<file path="config.mk">
export PLATFORM = sky130hd
export DESIGN_NAME = block_byte_reverser
export DESIGN_NICKNAME = d
export VERILOG_FILES = /design/src/hdl/bbr_pkg.sv /design/src/hdl/block_byte_reverser.sv /design/src/hdl/bbr_front.sv /design/src/hdl/bbr_desc_queue.sv /design/src/hdl/bbr_back.sv
export SDC_FILE = /design/constraint.sdc
export NUM_CORES = 1
export LEC_CHECK = 0
export ABC_AREA = 1
export ABC_CLOCK_PERIOD_IN_PS = 2850
export BUFFER_PORTS_ARGS = -buffer_cell sky130_fd_sc_hd__buf_2
export CORE_MARGIN = 1
export CORE_UTILIZATION = 35
export CTS_CLUSTER_SIZE = 14
export DETAILED_ROUTE_END_ITERATION = 12
export GPL_TIMING_DRIVEN = 0
export PLACE_DENSITY = 0.55
export RECOVER_POWER = 100
export SYNTH_ARGS = -nofsm -noshare
export SYNTH_HDL_FRONTEND = slang
export SYNTH_HIERARCHICAL = 1
export SYNTH_SLANG_ARGS = --single-unit
</file>
<file path="constraint.sdc">
create_clock -name clk -period 2.85 [get_ports clk]
set_input_delay 0.1425 -clock clk [delete_from_list [all_inputs] [get_ports clk]]
set_output_delay 0.1425 -clock clk [all_outputs]
set_load 0.05 [all_outputs]
</file>
<file path="src/hdl/bbr_pkg.sv">
// Shared types and constants of the block byte reverser.
package bbr_pkg;

	// Fixed field widths.
	localparam int BYTE_W = 8;
	localparam int CFG_W = 7;

	// Lower stride limit and reset value of the stride register.
	localparam int STRIDE_MIN = 2;
	localparam int GROUP_LENGTH_RESET = 2;

	// Result queue in the back part.
	localparam int OUT_DEPTH = 4;
	localparam int OUT_PTR_W = 2;
	localparam int OUT_CNT_W = 3;

	// Write request from the front part into the group buffer.
	typedef struct packed {
		logic              en;
		logic              bank;
		logic [BYTE_W-1:0] data;
	} wr_req_t;

	// Flags of one closed group waiting to be emitted.
	typedef struct packed {
		logic bank;
		logic reverse;
		logic eot;
	} desc_flags_t;

	// Notice from the back part that a buffer bank has been read out.
	typedef struct packed {
		logic valid;
		logic bank;
	} bank_rel_t;

endpackage

</file>
<file path="src/hdl/block_byte_reverser.sv">
// Top level of the block byte reverser.
//
//  Channel   Direction  Handshake              Payload
//  input     in         push / full            text_byte, end_of_text
//  result    out        pop / empty            out_byte, run_last, text_done
//  config    in         group_length_we        group_length
//
// A request is taken in any cycle in which full is low; a byte is written into one
// bank of a two-bank group buffer while the other bank is read out, one result a
// cycle while the result queue has room. A closed group passes through the group
// queue, the registered buffer read and the result queue before it can be popped;
// steady throughput is one byte per cycle, set by the single buffer read port.
// Full rises only when both banks still hold groups not yet read out.
// Reset clears the fill count, bank ownership and all queues; the stride resets to 2.
module block_byte_reverser #(
	parameter int MAX_GROUP = 64
) (
	input  logic                       clk,
	input  logic                       arst_n,
	input  logic                       push,
	output logic                       full,
	input  logic [bbr_pkg::BYTE_W-1:0] text_byte,
	input  logic                       end_of_text,
	output logic                       empty,
	input  logic                       pop,
	output logic [bbr_pkg::BYTE_W-1:0] out_byte,
	output logic                       run_last,
	output logic                       text_done,
	input  logic                       group_length_we,
	input  logic [bbr_pkg::CFG_W-1:0]  group_length
);
	import bbr_pkg::*;

	localparam int CW = $clog2(MAX_GROUP + 1);
	localparam int AW = (MAX_GROUP > 2) ? $clog2(MAX_GROUP) : 1;

	wr_req_t     wr;
	logic [AW-1:0] wr_addr;
	logic        q_push;
	desc_flags_t q_flags;
	logic [CW-1:0] q_count;
	logic        q_pop;
	logic        q_empty;
	logic        q_full;
	desc_flags_t head_flags;
	logic [CW-1:0] head_count;
	bank_rel_t   rel;

	// Front part: takes requests and closes groups.
	bbr_front #(
		.MAX_GROUP(MAX_GROUP),
		.CW(CW),
		.AW(AW)
	) u_front (
		.clk(clk),
		.arst_n(arst_n),
		.group_length_we(group_length_we),
		.group_length(group_length),
		.push(push),
		.text_byte(text_byte),
		.end_of_text(end_of_text),
		.full(full),
		.wr(wr),
		.wr_addr(wr_addr),
		.q_push(q_push),
		.q_flags(q_flags),
		.q_count(q_count),
		.rel(rel)
	);

	// Queue of closed groups.
	bbr_desc_queue #(
		.CW(CW)
	) u_queue (
		.clk(clk),
		.arst_n(arst_n),
		.q_push(q_push),
		.q_flags(q_flags),
		.q_count(q_count),
		.q_pop(q_pop),
		.q_empty(q_empty),
		.q_full(q_full),
		.head_flags(head_flags),
		.head_count(head_count)
	);

	// Back part: reads groups out in output order.
	bbr_back #(
		.MAX_GROUP(MAX_GROUP),
		.CW(CW),
		.AW(AW)
	) u_back (
		.clk(clk),
		.arst_n(arst_n),
		.wr(wr),
		.wr_addr(wr_addr),
		.q_empty(q_empty),
		.head_flags(head_flags),
		.head_count(head_count),
		.q_pop(q_pop),
		.rel(rel),
		.empty(empty),
		.pop(pop),
		.out_byte(out_byte),
		.run_last(run_last),
		.text_done(text_done)
	);

	// A closed group always finds a free slot, since each slot matches a bank.
	a_no_queue_overflow: assert property (@(posedge clk) disable iff (!arst_n)
		q_push |-> !q_full)
		else $error("group queue overflow");

	// A bank is released only while a group is being read out.
	a_release_has_group: assert property (@(posedge clk) disable iff (!arst_n)
		rel.valid |-> !q_empty)
		else $error("bank released with no group pending");

	// An accepted end of text always leaves a group waiting in the queue.
	a_eot_closes_group: assert property (@(posedge clk) disable iff (!arst_n)
		(push && !full && end_of_text) |=> !q_empty)
		else $error("end of text did not close a group");

endmodule

</file>
<file path="src/hdl/bbr_front.sv">
// Front part: stride register, group filling and group classification.
module bbr_front #(
	parameter int MAX_GROUP = 64,
	parameter int CW = $clog2(MAX_GROUP + 1),
	parameter int AW = (MAX_GROUP > 2) ? $clog2(MAX_GROUP) : 1
) (
	input  logic                    clk,
	input  logic                    arst_n,
	input  logic                    group_length_we,
	input  logic [bbr_pkg::CFG_W-1:0] group_length,
	input  logic                    push,
	input  logic [bbr_pkg::BYTE_W-1:0] text_byte,
	input  logic                    end_of_text,
	output logic                    full,
	output bbr_pkg::wr_req_t        wr,
	output logic [AW-1:0]           wr_addr,
	output logic                    q_push,
	output bbr_pkg::desc_flags_t    q_flags,
	output logic [CW-1:0]           q_count,
	input  bbr_pkg::bank_rel_t      rel
);
	import bbr_pkg::*;

	localparam int SW = (CW > CFG_W) ? CW : CFG_W;

	logic [CFG_W-1:0] group_length_q;
	logic [CW-1:0]    fill_q;
	logic             cur_q;
	logic [1:0]       busy_q;

	logic          accept;
	logic [CW-1:0] fill_nxt;
	logic [SW-1:0] gl_ext;
	logic [SW-1:0] stride;
	logic          reverse;
	logic          close;

	// Stride register.
	always_ff @(posedge clk or negedge arst_n) begin
		if (!arst_n) begin
			group_length_q <= CFG_W'(GROUP_LENGTH_RESET);
		end else if (group_length_we) begin
			group_length_q <= group_length;
		end
	end

	// Effective stride, clamped into the legal range.
	always_comb begin
		gl_ext = SW'(group_length_q);
		if (gl_ext < SW'(STRIDE_MIN)) begin
			stride = SW'(STRIDE_MIN);
		end else if (gl_ext > SW'(MAX_GROUP)) begin
			stride = SW'(MAX_GROUP);
		end else begin
			stride = gl_ext;
		end
	end

	// A request is taken only while the current bank is free.
	assign full = busy_q[cur_q];
	assign accept = push && !full;
	assign fill_nxt = fill_q + CW'(1);
	assign reverse = SW'(fill_nxt) >= stride;
	assign close = accept && (reverse || end_of_text);

	// Buffer write and group descriptor.
	always_comb begin
		wr.en = accept;
		wr.bank = cur_q;
		wr.data = text_byte;
		wr_addr = fill_q[AW-1:0];
		q_push = close;
		q_flags.bank = cur_q;
		q_flags.reverse = reverse;
		q_flags.eot = end_of_text;
		q_count = fill_nxt;
	end

	// Fill count, current bank and bank ownership.
	always_ff @(posedge clk or negedge arst_n) begin
		if (!arst_n) begin
			fill_q <= '0;
			cur_q <= 1'b0;
			busy_q <= '0;
		end else begin
			if (rel.valid) begin
				busy_q[rel.bank] <= 1'b0;
			end
			if (close) begin
				fill_q <= '0;
				cur_q <= !cur_q;
				busy_q[cur_q] <= 1'b1;
			end else if (accept) begin
				fill_q <= fill_nxt;
			end
		end
	end

endmodule

</file>
<file path="src/hdl/bbr_desc_queue.sv">
// Two-entry queue of closed groups between the front and the back part.
module bbr_desc_queue #(
	parameter int CW = 7
) (
	input  logic                 clk,
	input  logic                 arst_n,
	input  logic                 q_push,
	input  bbr_pkg::desc_flags_t q_flags,
	input  logic [CW-1:0]        q_count,
	input  logic                 q_pop,
	output logic                 q_empty,
	output logic                 q_full,
	output bbr_pkg::desc_flags_t head_flags,
	output logic [CW-1:0]        head_count
);
	import bbr_pkg::*;

	desc_flags_t   flags_q [2];
	logic [CW-1:0] count_q [2];
	logic          wr_ptr_q;
	logic          rd_ptr_q;
	logic [1:0]    cnt_q;

	assign q_empty = (cnt_q == 2'd0);
	assign q_full = (cnt_q == 2'd2);
	assign head_flags = flags_q[rd_ptr_q];
	assign head_count = count_q[rd_ptr_q];

	// Entry storage.
	always_ff @(posedge clk) begin
		if (q_push) begin
			flags_q[wr_ptr_q] <= q_flags;
			count_q[wr_ptr_q] <= q_count;
		end
	end

	// Pointers and occupancy.
	always_ff @(posedge clk or negedge arst_n) begin
		if (!arst_n) begin
			wr_ptr_q <= 1'b0;
			rd_ptr_q <= 1'b0;
			cnt_q <= '0;
		end else begin
			if (q_push) begin
				wr_ptr_q <= !wr_ptr_q;
			end
			if (q_pop) begin
				rd_ptr_q <= !rd_ptr_q;
			end
			cnt_q <= cnt_q + 2'(q_push) - 2'(q_pop);
		end
	end

endmodule

</file>
<file path="src/hdl/bbr_back.sv">
// Back part: group buffer, read-out sequencer and result queue.
module bbr_back #(
	parameter int MAX_GROUP = 64,
	parameter int CW = $clog2(MAX_GROUP + 1),
	parameter int AW = (MAX_GROUP > 2) ? $clog2(MAX_GROUP) : 1
) (
	input  logic                 clk,
	input  logic                 arst_n,
	input  bbr_pkg::wr_req_t     wr,
	input  logic [AW-1:0]        wr_addr,
	input  logic                 q_empty,
	input  bbr_pkg::desc_flags_t head_flags,
	input  logic [CW-1:0]        head_count,
	output logic                 q_pop,
	output bbr_pkg::bank_rel_t   rel,
	output logic                 empty,
	input  logic                 pop,
	output logic [bbr_pkg::BYTE_W-1:0] out_byte,
	output logic                 run_last,
	output logic                 text_done
);
	import bbr_pkg::*;

	// Group buffer: two banks, each MAX_GROUP bytes rounded up to a power of two.
	logic [BYTE_W-1:0] mem [2*(2**AW)];

	logic [AW-1:0]    k_q;
	logic [CW-1:0]    n_m1;
	logic [AW-1:0]    rd_addr;
	logic             last;
	logic             issue;
	logic [OUT_CNT_W:0] room_sum;

	logic [BYTE_W-1:0] rd_data_s1;
	logic              valid_s1;
	logic              last_s1;
	logic              done_s1;

	logic [BYTE_W-1:0] ob_byte_q [OUT_DEPTH];
	logic              ob_last_q [OUT_DEPTH];
	logic              ob_done_q [OUT_DEPTH];
	logic [OUT_PTR_W-1:0] ob_wr_q;
	logic [OUT_PTR_W-1:0] ob_rd_q;
	logic [OUT_CNT_W-1:0] ob_cnt_q;
	logic                 ob_pop;

	// Buffer write port.
	always_ff @(posedge clk) begin
		if (wr.en) begin
			mem[{wr.bank, wr_addr}] <= wr.data;
		end
	end

	// Read-out sequencing of the group at the head of the queue.
	assign n_m1 = head_count - CW'(1);
	assign last = (CW'(k_q) == n_m1);
	assign rd_addr = head_flags.reverse ? (n_m1[AW-1:0] - k_q) : k_q;
	assign room_sum = (OUT_CNT_W+1)'(ob_cnt_q) + (OUT_CNT_W+1)'(valid_s1);
	assign issue = !q_empty && (room_sum < (OUT_CNT_W+1)'(OUT_DEPTH));
	assign q_pop = issue && last;

	always_comb begin
		rel.valid = issue && last;
		rel.bank = head_flags.bank;
	end

	always_ff @(posedge clk or negedge arst_n) begin
		if (!arst_n) begin
			k_q <= '0;
		end else if (issue) begin
			k_q <= last ? '0 : k_q + AW'(1);
		end
	end

	// Registered buffer read with its flags.
	always_ff @(posedge clk) begin
		if (issue) begin
			rd_data_s1 <= mem[{head_flags.bank, rd_addr}];
			last_s1 <= last;
			done_s1 <= last && head_flags.eot;
		end
	end

	always_ff @(posedge clk or negedge arst_n) begin
		if (!arst_n) begin
			valid_s1 <= 1'b0;
		end else begin
			valid_s1 <= issue;
		end
	end

	// Result queue toward the consumer.
	assign empty = (ob_cnt_q == '0);
	assign ob_pop = pop && !empty;
	assign out_byte = ob_byte_q[ob_rd_q];
	assign run_last = ob_last_q[ob_rd_q];
	assign text_done = ob_done_q[ob_rd_q];

	always_ff @(posedge clk) begin
		if (valid_s1) begin
			ob_byte_q[ob_wr_q] <= rd_data_s1;
			ob_last_q[ob_wr_q] <= last_s1;
			ob_done_q[ob_wr_q] <= done_s1;
		end
	end

	always_ff @(posedge clk or negedge arst_n) begin
		if (!arst_n) begin
			ob_wr_q <= '0;
			ob_rd_q <= '0;
			ob_cnt_q <= '0;
		end else begin
			if (valid_s1) begin
				ob_wr_q <= ob_wr_q + OUT_PTR_W'(1);
			end
			if (ob_pop) begin
				ob_rd_q <= ob_rd_q + OUT_PTR_W'(1);
			end
			ob_cnt_q <= ob_cnt_q + OUT_CNT_W'(valid_s1) - OUT_CNT_W'(ob_pop);
		end
	end

endmodule

</file>
**Word level (Yosys, flattened, before mapping)**

Memory sizes are Yosys's and may differ from the RTL's. A register that Yosys moved wholly into a read port is not among the register bits.
Cells that the tools add are included.

- Memories: 6
- Flip-flop bits (word level): 37
- RAM bits: 1,084

Memories:

| name | depth | bits a word | rd ports | clocked after Yosys merged registers in | write ports | line | source |
|---|---|---|---|---|---|---|---|
| u_back.mem | 128 | 8 | 1 | 1 | 1 | bbr_back.sv:25 | `logic [BYTE_W-1:0] mem [2*(2**AW)];` |
| u_back.ob_byte_q | 4 | 8 | 1 | 0 | 1 | bbr_back.sv:39 | `logic [BYTE_W-1:0] ob_byte_q [OUT_DEPTH];` |
| u_queue.count_q | 2 | 7 | 1 | 0 | 1 | bbr_desc_queue.sv:19 | `logic [CW-1:0] count_q [2];` |
| u_queue.flags_q | 2 | 3 | 1 | 0 | 1 | bbr_desc_queue.sv:18 | `desc_flags_t flags_q [2];` |
| u_back.ob_done_q | 4 | 1 | 1 | 0 | 1 | bbr_back.sv:41 | `logic ob_done_q [OUT_DEPTH];` |
| u_back.ob_last_q | 4 | 1 | 1 | 0 | 1 | bbr_back.sv:40 | `logic ob_last_q [OUT_DEPTH];` |

- Mux-type cells: 20
- Equality and inequality tests: 1
- $add $sub $neg: 11
- Reduce and logical (&&, ||, !) cells: 18
- $lt $le $gt $ge: 8
- Bitwise operators: 3

Operators by type and width:

| cell | number |
|---|---|
| $mux W7 | 4 |
| $mux W6 | 2 |
| $mux W1 | 10 |
| $logic_and A1 B1 Y1 | 8 |
| $add A7 B1 Y7 const B | 1 |
| $eq A6 B7 Y1 | 1 |
| $ge A7 B7 Y1 | 1 |
| $gt A7 B7 Y1 const B | 1 |
| $lt A7 B2 Y1 const B | 1 |
| $sub A7 B1 Y7 const B | 1 |
| $add A6 B1 Y6 const B | 1 |
| $logic_not A1 Y1 | 6 |
| $sub A6 B6 Y6 | 1 |
| $add A2 B1 Y2 const B | 2 |
| $add A3 B1 Y4 | 1 |
| $lt A1 B2 Y1 const B | 2 |
| $lt A4 B3 Y1 const B | 1 |
| $mux W2 | 2 |
| $add A3 B1 Y3 | 1 |
| $logic_not A3 Y1 | 1 |
| $sub A3 B1 Y3 | 1 |
| $add A2 B1 Y2 | 1 |
| $and A2 B2 Y2 | 1 |
| $demux W1 S1 | 2 |
| 7 further kinds | 8 |

**Longest topological paths before layout**

An unclocked memory read counts as a cell.

- Depth after elaboration: 10
- Mapped depth: 20
- Gate-level depth less buffers: 19

**Modules after synthesis**

The synthesis kept the hierarchy.

Modules (own cells, without submodules):

| module | area an instance (um^2) | cells each | instances |
|---|---|---|---|
| bbr_back | 48,700.5 | 4,871 | 1 |
| bbr_front | 1,211.2 | 157 | 1 |
| bbr_desc_queue | 993.5 | 77 | 1 |

**Worst setup path before layout**

Ideal clock, no wire load.

- Path kind: flip-flop to flip-flop
- Start: register u_back.ob_cnt_q[1]
- End: register u_back.ob_cnt_q[2]
- Setup time: 0.122 ns
- Path slack: -0.149 ns
- Cell stages (with the launch flop): 9
- Arrival: 2.877 ns
- Path through: dfrtp_1 > nor3_1 > nor2_1 > ha_1 > inv_1 > ha_1 > inv_1 > fa_1 > xor2_1

- Word-level cells in the longest chain between the ends: 4

RTL lines:

| element | line | source |
|---|---|---|
| from (decl) | bbr_back.sv:44 | `logic [OUT_CNT_W-1:0] ob_cnt_q;` |
| from (signal assigned) | bbr_back.sv:119 | `ob_cnt_q <= ob_cnt_q + OUT_CNT_W'(valid_s1) - OUT_CNT_W'(ob_pop);` |
| $logic_not A3 Y1 | bbr_back.sv:93 | `assign empty = (ob_cnt_q == '0);` |
| named net empty | block_byte_reverser.sv:24 | `output logic empty,` |
| $logic_not A1 Y1 | bbr_back.sv:94 | `assign ob_pop = pop && !empty;` |
| $logic_and A1 B1 Y1 | bbr_back.sv:94 |  |
| named net u_back.ob_pop | bbr_back.sv:45 | `logic ob_pop;` |
| $sub A3 B1 Y3 | bbr_back.sv:119 |  |

The timed path passes the listed nets, and every way through them passes these cells.
A chain may end at the register's enable or synchronous reset.

**Final worst setup path**

- Start: register u_queue.rd_ptr_q
- End: register u_back.rd_data_s1[7], read port of u_back.mem (data pin)

- Word-level cells in the longest chain between the ends: 4

RTL lines:

| element | line | source |
|---|---|---|
| from (decl) | bbr_desc_queue.sv:21 | `logic rd_ptr_q;` |
| from (signal assigned) | bbr_desc_queue.sv:48 | `rd_ptr_q <= !rd_ptr_q;` |
| $mem_v2 Z2 W7 | - |  |
| named net head_count[0] | block_byte_reverser.sv:46 | `logic [CW-1:0] head_count;` |
| $sub A7 B1 Y7 | bbr_back.sv:55 | `assign n_m1 = head_count - CW'(1);` |
| $sub A6 B6 Y6 | bbr_back.sv:57 | `assign rd_addr = head_flags.reverse ? (n_m1[AW-1:0] - k_q) : k_q;` |
| $mux W6 | bbr_back.sv:57 |  |
| to (decl) | bbr_back.sv:34 | `logic [BYTE_W-1:0] rd_data_s1;` |

The timed path passes the listed nets, and every way through them passes these cells.

==> results.sh <==
export IMPL_status="finished, violations left"
export IMPL_violations="max-capacitance violations, max-slew violations, negative setup slack"
export IMPL_via_count=36300
export IMPL_worstReg2RegStart="u_queue/rd_ptr_q$_DFFE_PN0P_"
export IMPL_io_buffers=24
export IMPL_whs_ns=0.211
export IMPL_critPathLaunchType="register"
export IMPL_period_share=1.21
export IMPL_cp_max_fo=10
export IMPL_antenna_left=0
export IMPL_dr_pass1_iters=6
export IMPL_clockRootBuffer="clkbuf_16"
export IMPL_endpoint_kind="register"
export IMPL_groute_usage_overall=0.226
export IMPL_drt_total_wl_mm=169
export IMPL_overflow=0
export IMPL_drv_cap=8
export IMPL_crit_type="reg -> reg"
export IMPL_antenna_found_initial=2
export IMPL_hpwl_mm=114
export IMPL_fp_dieH_um=383
export IMPL_die_area_um2=147000
export IMPL_wl_per_cell_um=23.0
export IMPL_cts_tree="yes"
export IMPL_rsz0062_at_grt="true"
export IMPL_hold_violations=0
export IMPL_clockBufferDepth=3
export IMPL_grt_pass1_vias=33700
export IMPL_netlist_area_um2=50900
export IMPL_syn_nets=5151
export IMPL_clk_insertion_delay_late_ns=0.76
export IMPL_critPathRequiredTime_ns=3.44
export IMPL_worstSetupEndpoint="u_back/rd_data_s1[7]$_DFFE_PP_"
export IMPL_syn_inst=5104
export IMPL_hp_class="in -> reg"
export IMPL_fmax_ghz=0.291
export IMPL_slew_headroom=-0.706
export IMPL_coreArea_um2=144000
export IMPL_postSynthAreaPerCell_um2=9.97
export IMPL_drc=0
export IMPL_min_from="group_length_we"
export IMPL_yosysWarnings=6
export IMPL_htree_levels=3
export IMPL_clk_pin_slew_ns=0.06
export IMPL_r2r_setup_slack_ns=-0.59
export IMPL_period_minus_slack_ns=3.44
export IMPL_worstHoldPathCells=3
export IMPL_grt_max_degree=129
export IMPL_r2r_cells=19
export IMPL_vias_per_cell=4.94
export IMPL_start_util=0.353
export IMPL_cp_arrival_ns=4.03
export IMPL_rows=139
export IMPL_final_area_um2=61100
export IMPL_cts_sinks=1129
export IMPL_first_iter_violations=4057
export IMPL_area_growth_pct=19.9
export IMPL_layout_drive_gt1_share=0.162
export IMPL_gp_congestion=0.979
export IMPL_nets=5394
export IMPL_final_setup_skew_ns=0.0360
export IMPL_cts_inserted_buffers=118
export IMPL_layout_setup_ws_ns=-0.589
export IMPL_ios=33
export IMPL_drv_slew=549
export IMPL_grt_pass1_wl_mm=238
export IMPL_die_w_um=383
export IMPL_final_setup_viol_count=1054
export IMPL_finish_utilization=0.424
export IMPL_tightest_slew_ns=2.56
export IMPL_place_area_um2=53700
export IMPL_r2r_end="u_back/rd_data_s1[7]$_DFFE_PP_"
export IMPL_crit_start="u_queue/rd_ptr_q$_DFFE_PN0P_"
export IMPL_finalSetupTns_ns=-108.92
## worst max-delay path: stages (launching register included)
cell     delay [ns]
dfrtp_2        0.44
buf_8          0.14
o21ai_4        0.15
inv_2          0.07
ha_4           0.26
inv_2          0.04
fa_2           0.57
nand2_2        0.08
o21ai_4        0.21
buf_12         0.23
buf_12         0.13
buf_12         0.14
nand3_1        0.10
nand3_2        0.11
nand2_1        0.11
nand2_1        0.10
nand3_2        0.10
nand3_2        0.10
nand3_2        0.10
nand2_2        0.12
## registers in the layout, indices dropped and copies added, names as in the netlist, 2 cells and up
signal,cells
u_back/k_q,6
u_back/ob_rd_q,2
u_back/ob_byte_q,32
u_back/ob_done_q,4
u_queue/count_q,14
u_front/gl_ext,7
u_front/busy_q,2
u_front/fill_q,7
u_back/ob_wr_q,2
u_back/mem,1024
u_back/rd_data_s1,8
u_back/ob_cnt_q,3
u_queue/flags_q,6
u_back/ob_last_q,4
u_queue/cnt_q,2
## metal layers
metal,part of all wire,wire [µm],global-route usage
met2,0.45,76600,0.353
met4,0.053,8910,0.114
met5,0.00011,19,0
met1,0.40,67800,0.301
met3,0.092,15500,0.0446
## how the worst min path moves through the flow
| stage | slack [ns] | endpoint |
|---|---|---|
| finish | 0.21 | u_front/gl_ext[0]$_DFFE_PN0P_ |
| global route | 0.20 | u_front/gl_ext[0]$_DFFE_PN0P_ |
| global placement | 0.28 | u_back/ob_cnt_q[2]$_DFF_PN0_ |
| CTS | 0.04 | u_back/ob_cnt_q[2]$_DFF_PN0_ |
| detailed placement | 0.30 | u_back/ob_cnt_q[2]$_DFF_PN0_ |
| floorplan | -0.15 | u_back/k_q[0]$_DFFE_PN0P_ |
## repair_timing
| item | in CTS | in global routing |
|---|---|---|
| gates resized for setup | 590 | 171 |
| gates cloned | 8 | 6 |
| hold endpoints to repair | 401 | 8 |
| hold buffers | 29 | 1 |
| buffers inserted | 39 | 12 |
| pin swaps | 87 | 34 |
| setup endpoints to repair | 983 | 684 |
## cell type report
cell class	count	area, µm²
Antenna cell	1	2.50
Buffer	266	2270
Clock buffer	159	3230
Clock inverter	55	420
Fill cell	13800	82900
Inverter	1048	3950
Multi-Input combinational cell	2659	13700
Sequential cell	1129	33700
Tap cell	1903	2380
Timing Repair Buffer	124	1330
Timing Repair inverter	1	7.51
## placed cells by master, fill, tap and decap left out, types with 10 or more instances in the layout
master	count
ha_1	19
inv_1	1040
clkbuf_16	126
nand3_2	129
edfxtp_1	1094
buf_2	98
nand3_4	28
nor3_1	12
nor2_4	53
nor2_2	52
buf_4	97
clkbuf_2	17
o21ai_2	10
nand3b_1	11
nand4_1	10
clkbuf_4	26
dfrtp_1	32
xor2_1	13
nand2_4	12
nand3_1	769
dlygate4sd3_1	30
a21oi_1	13
o22ai_1	11
clkinv_1	26
nand2_1	1319
buf_12	43
clkbuf_1	56
nor2_1	66
clkinv_2	14
nand2_2	65
buf_8	14
buf_6	29
o21ai_0	29
o21ai_4	10
## per-stage QoR
| stage | instances | setup slack, ns |
|---|---|---|
| final | 7345 | -0.589 |
| after CTS | 7328 | -0.602 |
| after global placement | 7031 | -1.49 |
| after detailed placement | 7039 | -1.58 |
| after global routing | 7344 | -0.669 |
| after floorplan | 5104 | 0.0163 |
Power is not shown: default switching activity piles up to over one toggle a cycle in this logic, so the estimate is an artifact.
